===== src/fqrv_pkg.sv =====
package fqrv_pkg;

    localparam int ACTION_W = 3;
    localparam int VALUE_W  = 32;
    localparam int OCC_W    = 5;

    localparam logic [ACTION_W-1:0] ACT_ENQUEUE  = 3'd0;
    localparam logic [ACTION_W-1:0] ACT_DEQUEUE  = 3'd1;
    localparam logic [ACTION_W-1:0] ACT_REMOVE   = 3'd2;
    localparam logic [ACTION_W-1:0] ACT_CONTAINS = 3'd3;
    localparam logic [ACTION_W-1:0] ACT_CLEAR    = 3'd4;

    typedef struct packed {
        logic enq;
        logic deq;
        logic rem;
        logic clr;
    } t_cell_ctl;

endpackage


===== src/fqrv_if.sv =====
interface fqrv_in_if;
    logic                             valid;
    logic                             ready;
    logic [fqrv_pkg::ACTION_W-1:0]    action;
    logic [fqrv_pkg::VALUE_W-1:0]     value;

    modport source (output valid, output action, output value, input ready);
    modport sink (input valid, input action, input value, output ready);
endinterface

interface fqrv_out_if;
    logic                             valid;
    logic                             ready;
    logic                             hit;
    logic                             rejected;
    logic [fqrv_pkg::VALUE_W-1:0]     front_value;
    logic [fqrv_pkg::OCC_W-1:0]       occupancy;
    logic                             is_empty;

    modport source (output valid, output hit, output rejected, output front_value,
                    output occupancy, output is_empty, input ready);
    modport sink (input valid, input hit, input rejected, input front_value,
                  input occupancy, input is_empty, output ready);
endinterface


===== src/fqrv_cell.sv =====
module fqrv_cell #(
    parameter int DATA_W = 32
) (
    input  logic                i_clk,
    input  logic                i_rst_n,
    input  fqrv_pkg::t_cell_ctl i_ctl,
    input  logic [DATA_W-1:0]   i_key,
    input  logic                i_prev_valid,
    input  logic                i_next_valid,
    input  logic [DATA_W-1:0]   i_next_data,
    input  logic                i_found,
    output logic                o_valid,
    output logic [DATA_W-1:0]   o_data,
    output logic                o_found,
    output logic                o_n_valid,
    output logic [DATA_W-1:0]   o_n_data
);

    logic              r_valid;
    logic [DATA_W-1:0] r_data;
    logic              n_valid;
    logic [DATA_W-1:0] n_data;
    logic              w_match;
    logic              w_shift;

    // A cell shifts toward the head on a dequeue, or on a remove once the
    // first match lies at or before it.
    assign w_match = r_valid && (r_data == i_key);
    assign o_found = i_found || w_match;
    assign w_shift = i_ctl.deq || (i_ctl.rem && o_found);

    always_comb begin
        n_valid = r_valid;
        n_data  = r_data;
        if (i_ctl.clr) begin
            n_valid = 1'b0;
        end else if (w_shift) begin
            n_valid = i_next_valid;
            n_data  = i_next_data;
        end else if (i_ctl.enq && !r_valid && i_prev_valid) begin
            n_valid = 1'b1;
            n_data  = i_key;
        end
    end

    always_ff @(posedge i_clk) begin
        if (!i_rst_n) begin
            r_valid <= 1'b0;
        end else begin
            r_valid <= n_valid;
        end
    end

    always_ff @(posedge i_clk) begin
        r_data <= n_data;
    end

    assign o_valid   = r_valid;
    assign o_data    = r_data;
    assign o_n_valid = n_valid;
    assign o_n_data  = n_data;

endmodule


===== src/fifo_queue_with_remove_by_value.sv =====
// Results are registered on acceptance and presented in the next cycle.
// Throughput: one transaction per cycle while the sink takes results; the
// match chain rippling combinationally through the cells sets the clock period.
// Reset: synchronous, active low; empties the queue and drops any pending
// result. Stored values are not cleared.
module fifo_queue_with_remove_by_value #(
    parameter int QUEUE_DEPTH = 16,
    parameter int ELEM_WIDTH  = 32
) (
    input  logic        i_clk,
    input  logic        i_rst_n,
    fqrv_in_if.sink     i_in,
    fqrv_out_if.source  o_out
);

    localparam int STORE_W = (ELEM_WIDTH < fqrv_pkg::VALUE_W) ? ELEM_WIDTH
                                                               : fqrv_pkg::VALUE_W;
    localparam int CNT_W   = $clog2(QUEUE_DEPTH + 1);

    logic [CNT_W-1:0]        r_count;
    logic [CNT_W-1:0]        n_count;
    logic                    r_out_valid;
    logic                    r_hit;
    logic                    r_rejected;
    logic [fqrv_pkg::VALUE_W-1:0] r_front;
    logic [fqrv_pkg::OCC_W-1:0]   r_occ;
    logic                    r_empty;

    fqrv_pkg::t_cell_ctl     w_ctl;
    logic                    w_accept;
    logic                    w_full;
    logic                    w_hit;
    logic                    w_rejected;
    logic [STORE_W-1:0]      w_key;
    logic [fqrv_pkg::VALUE_W-1:0] w_count_ext;

    logic                    w_valid   [QUEUE_DEPTH];
    logic [STORE_W-1:0]      w_data    [QUEUE_DEPTH];
    logic                    w_n_valid [QUEUE_DEPTH];
    logic [STORE_W-1:0]      w_n_data  [QUEUE_DEPTH];
    logic                    w_found   [QUEUE_DEPTH+1];

    assign i_in.ready = !r_out_valid || o_out.ready;
    assign w_accept   = i_in.valid && i_in.ready;
    assign w_key      = i_in.value[STORE_W-1:0];
    assign w_full     = (r_count == CNT_W'(QUEUE_DEPTH));

    always_comb begin
        w_ctl = '0;
        if (w_accept) begin
            case (i_in.action)
                fqrv_pkg::ACT_ENQUEUE: w_ctl.enq = 1'b1;
                fqrv_pkg::ACT_DEQUEUE: w_ctl.deq = 1'b1;
                fqrv_pkg::ACT_REMOVE:  w_ctl.rem = 1'b1;
                fqrv_pkg::ACT_CLEAR:   w_ctl.clr = 1'b1;
                default:               w_ctl = '0;
            endcase
        end
    end

    assign w_found[0] = 1'b0;

    for (genvar g = 0; g < QUEUE_DEPTH; g++) begin : g_cell
        logic               w_prev_valid;
        logic               w_next_valid;
        logic [STORE_W-1:0] w_next_data;

        if (g == 0) begin : g_head
            assign w_prev_valid = 1'b1;
        end else begin : g_body
            assign w_prev_valid = w_valid[g-1];
        end

        if (g == QUEUE_DEPTH - 1) begin : g_tail
            assign w_next_valid = 1'b0;
            assign w_next_data  = '0;
        end else begin : g_inner
            assign w_next_valid = w_valid[g+1];
            assign w_next_data  = w_data[g+1];
        end

        fqrv_cell #(
            .DATA_W (STORE_W)
        ) u_cell (
            .i_clk        (i_clk),
            .i_rst_n      (i_rst_n),
            .i_ctl        (w_ctl),
            .i_key        (w_key),
            .i_prev_valid (w_prev_valid),
            .i_next_valid (w_next_valid),
            .i_next_data  (w_next_data),
            .i_found      (w_found[g]),
            .o_valid      (w_valid[g]),
            .o_data       (w_data[g]),
            .o_found      (w_found[g+1]),
            .o_n_valid    (w_n_valid[g]),
            .o_n_data     (w_n_data[g])
        );
    end

    assign w_hit = w_accept && w_found[QUEUE_DEPTH] &&
                   ((i_in.action == fqrv_pkg::ACT_REMOVE) ||
                    (i_in.action == fqrv_pkg::ACT_CONTAINS));
    assign w_rejected = w_ctl.enq && w_full;

    always_comb begin
        n_count = r_count;
        if (w_ctl.clr) begin
            n_count = '0;
        end else if (w_ctl.enq && !w_full) begin
            n_count = r_count + CNT_W'(1);
        end else if ((w_ctl.deq && (r_count != '0)) || (w_ctl.rem && w_hit)) begin
            n_count = r_count - CNT_W'(1);
        end
    end

    assign w_count_ext = fqrv_pkg::VALUE_W'(n_count);

    always_ff @(posedge i_clk) begin
        if (!i_rst_n) begin
            r_count     <= '0;
            r_out_valid <= 1'b0;
        end else begin
            r_count <= n_count;
            if (w_accept) begin
                r_out_valid <= 1'b1;
            end else if (o_out.ready) begin
                r_out_valid <= 1'b0;
            end
        end
    end

    always_ff @(posedge i_clk) begin
        if (w_accept) begin
            r_hit      <= w_hit;
            r_rejected <= w_rejected;
            r_front    <= w_n_valid[0] ? fqrv_pkg::VALUE_W'(w_n_data[0]) : '0;
            r_occ      <= w_count_ext[fqrv_pkg::OCC_W-1:0];
            r_empty    <= (n_count == '0);
        end
    end

    assign o_out.valid       = r_out_valid;
    assign o_out.hit         = r_hit;
    assign o_out.rejected    = r_rejected;
    assign o_out.front_value = r_front;
    assign o_out.occupancy   = r_occ;
    assign o_out.is_empty    = r_empty;

endmodule


===== src/flat_wrapper.sv =====
// flat-port wrapper written by rule: the top's interface ports become plain ports
module fifo_queue_with_remove_by_value_flat 
#(
    parameter int QUEUE_DEPTH = 16,
    parameter int ELEM_WIDTH  = 32
)
  (i_clk, i_rst_n, i_in_valid, i_in_action, i_in_value, i_in_ready, o_out_valid, o_out_hit, o_out_rejected, o_out_front_value, o_out_occupancy, o_out_is_empty, o_out_ready);
  fqrv_in_if i_in_i ();
  fqrv_out_if o_out_i ();
  input  logic i_clk;
  input  logic i_rst_n;
  input wire logic [$bits(i_in_i.valid)-1:0] i_in_valid;
  input wire logic [$bits(i_in_i.action)-1:0] i_in_action;
  input wire logic [$bits(i_in_i.value)-1:0] i_in_value;
  output wire logic [$bits(i_in_i.ready)-1:0] i_in_ready;
  output wire logic [$bits(o_out_i.valid)-1:0] o_out_valid;
  output wire logic [$bits(o_out_i.hit)-1:0] o_out_hit;
  output wire logic [$bits(o_out_i.rejected)-1:0] o_out_rejected;
  output wire logic [$bits(o_out_i.front_value)-1:0] o_out_front_value;
  output wire logic [$bits(o_out_i.occupancy)-1:0] o_out_occupancy;
  output wire logic [$bits(o_out_i.is_empty)-1:0] o_out_is_empty;
  input wire logic [$bits(o_out_i.ready)-1:0] o_out_ready;
  assign i_in_i.valid = i_in_valid;
  assign i_in_i.action = i_in_action;
  assign i_in_i.value = i_in_value;
  assign i_in_ready = i_in_i.ready;
  assign o_out_valid = o_out_i.valid;
  assign o_out_hit = o_out_i.hit;
  assign o_out_rejected = o_out_i.rejected;
  assign o_out_front_value = o_out_i.front_value;
  assign o_out_occupancy = o_out_i.occupancy;
  assign o_out_is_empty = o_out_i.is_empty;
  assign o_out_i.ready = o_out_ready;
  fifo_queue_with_remove_by_value #(.QUEUE_DEPTH(QUEUE_DEPTH), .ELEM_WIDTH(ELEM_WIDTH)) u_core (.i_clk(i_clk), .i_rst_n(i_rst_n), .i_in(i_in_i), .o_out(o_out_i));
endmodule

===== config.mk =====
export PLATFORM = sky130hd
export DESIGN_NAME = fifo_queue_with_remove_by_value_flat
export DESIGN_NICKNAME = d
export VERILOG_FILES = /design/src/fqrv_pkg.sv /design/src/fqrv_if.sv /design/src/fqrv_cell.sv /design/src/fifo_queue_with_remove_by_value.sv /design/src/flat_wrapper.sv
export SDC_FILE = /design/constraint.sdc
export NUM_CORES = 1
export LEC_CHECK = 0
export ABC_AREA = 1
export BUFFER_PORTS_ARGS = -buffer_cell sky130_fd_sc_hd__clkbuf_2
export CORE_UTILIZATION = 35
export CTS_CLUSTER_DIAMETER = 30
export DETAILED_ROUTE_END_ITERATION = 8
export GPL_TIMING_DRIVEN = 0
export MAX_ROUTING_LAYER = met4
export PLACE_DENSITY = 0.56
export SYNTH_ARGS = -nofsm -noshare
export SYNTH_HDL_FRONTEND = slang
export SYNTH_SLANG_ARGS = --single-unit

===== constraint.sdc =====
create_clock -name i_clk -period 8.54 [get_ports i_clk]
set_input_delay 2.135 -clock i_clk [delete_from_list [all_inputs] [get_ports i_clk]]
set_output_delay 2.135 -clock i_clk [all_outputs]
set_load 0.03 [all_outputs]

==> impl_results.md <==
- Hold path endpoint: u_core.o_out.valid$_SDFFE_PN0P_
- DR DRC count: 0
- WL/cell: around 33 µm
- Lkg Pwr: ~16 nW
- Worst skew pair latency: 0.76 ns
- Die Span Y: around 310 µm
- Largest net degree at the start of global routing: 43
- Comb pwr share: 0.113
- Max-Cap Viols: 3
- Antenna violations before repair: 24
- Mapped cell area: approximately 34000 µm²
- Buf/Inv on CP: 9
- Yosys top cell area share: 0.459
- Core area: 96600 µm²
- Met2 usage: 0.558
- Antenna viol nets, final: 0
- Top cells by area, synth: edfxtp_1 46%, nand2_1 14%, o21ai_0 7.5%, inv_1 3.3%, nor2_1 3.3%
- Global Route Usage Sum: 0.398
- TritonCTS Buffers: roughly 140
- Starting density of the core: 0.352
- Synth warnings: 0
- DR vias: 34400
- Pre-CTS setup slack: approximately 1 ns
- Clock power frac: 0.554
- CTS H-tree depth: 4
- Mapped Nets: 4216
- Detail Placement HPWL: 140000 µm
- Final setup TNS: 0 ns
- Max incr delay on CP: 1.21 ns
- Die ar.: 98500 µm²
- # IOs: 81
- Area occupied by registers: between 15000 and 20000 µm²
- Layout fillers: around 9700
- Number of synthesized flops with an enable pin: 520
- RR Endpoint: u_core.g_cell[9].u_cell.o_data[16]$_DFFE_PP_
- Worst slew pin tran: 1.57 ns
- Met3 GRT Util: 0.111
- Crit path top cell by count: buf_4
- GRT overflow: 0
- Synth Flop Type: edfxtp_1
- Synth cell count leaders: 1261 x nand2_1, 520 x edfxtp_1, 509 x o21ai_0
- Rel. slew slack: -0.0519
- Root Driver: clkbuf_16
- Clock Skew: between 0.03 and 0.04 ns
- Multi-input gate area: 14700 µm²
- Slowest CP cell: nor2_1
- Layout Nets: 4443
- RSZ-0062 raised after global routing: no
- Clock Path Buffers: 3
- Pwr dens: 241 nW/µm²
- Sw frac: 0.276
- Psw: 2.74 mW
- Hold Buf Count CTS: 0
- Maximum VDD drop: 189 µV
- First-pass GRT wire length: 258000 µm
- Avg Synthesized Cell Area: 8.15 µm²
- Status: finished, violations left
- FF-to-FF setup slack: around 2.6 ns
- Post-synth top area cell: edfxtp_1
- Port Buf Inserts: 58
- Element type at the critical path end: register
- WP data required: 8.98 ns
- TritonCTS clock tree: done
- Routability cong.: 1.06
- CTS resizes: 0
- Final Hold Fails: 0
- Hold depth: 2
- Final min period: 7.09 ns
- #FFs+latches synth: between 500 and 600
- DIE WIDTH: 314 µm
- CTS Sinks: 574
- Clock-pin slew on the worst setup and hold paths: 0.04 ns
- Critical-path maximum fanout: 42
- Vias per inst: 5.93
- R2R Path Start: u_core.o_out.valid$_SDFFE_PN0P_
- Post-synthesis sequential area ratio: 0.491
- Part of the power in registers: 0.333
- Worst Reg-to-Reg Cells: 12
- Async SR Flop Fraction: 0
- Failing checks: max-capacitance violations, max-slew violations
- Crit-path leading delay family: buffers and inverters
- Vias in the first global route: 31800
- Hold/Removal Path Class: register to register
- Setup bufs post-CTS: 0
- Count leader, synth: nand2_1
- Gr busiest metal: met2
- Final Slew Violations: 31
- Cell variety after synth: 58
- FP Rows: 114
- Setup ws final: 1.45 ns
- CP Launch Type: input pin
- Final WL: 193000 µm
- Drt first pass iters: 6
- Area growth, synth to finish: 20.9%
- Hold_sp: u_core.o_out.valid$_SDFFE_PN0P_
- Crit-path cells: clkbuf_2 -> inv_1 -> nand2_1 -> nand2_1 -> inv_2 -> nand2_1 -> nor2_1 -> inv_1 -> clkbuf_1 -> o311ai_2 -> buf_4 -> buf_4 -> buf_4 -> buf_4
- Final setup vio count: 0
- Initial DRC count: 5181
- M1 GR Usage: 0.495
- P_int: a little over 7 mW
- Syn Inst Count: 4175
- Critical path class: input pin to register
- Crit share post-route: 0.830
- Maximum clock rate: 141 MHz
- Worst Path Arrival: 7.53 ns
- Layout cells sized above 1: 0.137
## worst reg2reg max path, cell delays in order, from the launching register on
cell and delay (ns):
dfxtp_1 0.30, nand2_1 0.10, nand2_1 0.10, inv_2 0.65, nand2_1 0.18, nor2_1 1.21
inv_1 0.75, clkbuf_1 0.73, o311ai_2 0.71, buf_4 0.27, buf_4 0.23, buf_4 0.20
buf_4 0.18
## placed cells by master (no fill, tap or decap), types with 7 or more instances in the layout
cell,n
nor4_1,66
clkinv_1,17
nand2_1,1261
or2_1,39
xnor2_1,67
inv_1,300
buf_6,26
or2_2,79
nor4b_1,13
inv_2,26
xor2_1,90
buf_1,9
buf_2,76
buf_4,69
o21ai_1,62
nand4_1,150
o21ai_0,509
clkinvlp_4,18
nand3b_1,14
o22ai_1,18
nand3_1,84
o311ai_2,7
nor3b_1,7
bufinv_16,19
clkbuf_1,108
inv_6,13
nor3_1,91
diode_2,13
a21oi_1,55
clkinv_2,17
clkbuf_2,74
nor2_1,298
edfxtp_1,520
clkbuf_16,145
o2111ai_1,25
dfxtp_1,54
## flip-flops by register name, summed over array words and instances, names as in the netlist
| register | cells |
|---|---|
| u_core.g_cell.u_cell.o_data | 512 |
| u_core.g_cell.u_cell.o_valid | 16 |
| u_core.o_out.front_value | 32 |
| u_core.o_out.hit | 1 |
| u_core.o_out.is_empty | 1 |
| u_core.o_out.occupancy | 5 |
| u_core.o_out.rejected | 1 |
| u_core.o_out.valid | 1 |
| u_core.r_count | 5 |
## area by class of cell
cell class                 count  share of cell area
sequential                   574               0.406
clock inverter                94              0.0271
buffer                       265              0.0361
multi-input combinational   3004               0.358
inverter                     332              0.0306
antenna                       13            0.000790
timing repair buffer          82              0.0129
clock buffer                 166              0.0906
tap                         1276              0.0388
## how the worst max path moves through the flow
stage                           start                                       endpoint  slack, ns  cells past startpoint
after floorplan           o_out_ready  u_core.g_cell[10].u_cell.o_valid$_SDFFE_PP0P_      -0.08                     11
after global placement    o_out_ready   u_core.g_cell[9].u_cell.o_valid$_SDFFE_PP0P_      -4.26                     12
after detailed placement  o_out_ready   u_core.g_cell[14].u_cell.o_data[2]$_DFFE_PP_       0.99                     11
after CTS                 o_out_ready  u_core.g_cell[14].u_cell.o_data[26]$_DFFE_PP_       1.75                     11
after global routing      o_out_ready   u_core.g_cell[9].u_cell.o_data[18]$_DFFE_PP_       1.58                     14
final                     o_out_ready   u_core.g_cell[9].u_cell.o_data[16]$_DFFE_PP_       1.45                     14
## logic make-up (layout without fill, tap and decap cells)
group	Yosys count	after routing	share of synthesized area
and+or+nand+nor	2135	2135	0.276
DFF	574	574	0.491
adders and majority gates	2	2	0.000735
other	0	13	0
xor gates and xnor gates	157	157	0.0404
buffers and inverters	597	939	0.0800
AOI/OAI and AO/OA	710	710	0.112
## per-stage QoR
stage	utilization	power (mW)	cells	area, µm²	hold slack, ns
3_3_place_gp	0.372	4.40	5509	35900	0.500
2_1_floorplan	-	3.89	4175	34000	0.464
4_1_cts	0.426	9.84	5793	41100	0.517
3_5_place_dp	0.376	4.40	5533	36300	0.512
6_report	0.426	9.90	5806	41200	0.527
5_1_grt	0.426	10.1	5798	41100	0.537
## power groups by stage
stage / combinational, mW / sequential [mW] / clock (mW)
after floorplan: 0.559 / 3.33 / 0
after global placement: 1.05 / 3.35 / 0
after detailed placement: 1.06 / 3.34 / 0
after CTS: 1.07 / 3.29 / 5.49
after global routing: 1.15 / 3.30 / 5.63
final: 1.12 / 3.30 / 5.49
## metal layers
layer / wire [µm] / up-vias
met1: 74400 / 16500
met5: 0 / -
met4: 14800 / 0
li1: - / 14700
met3: 23400 / 603
met2: 80800 / 2595
No activity file was read; power rests on OpenSTA's default activity.
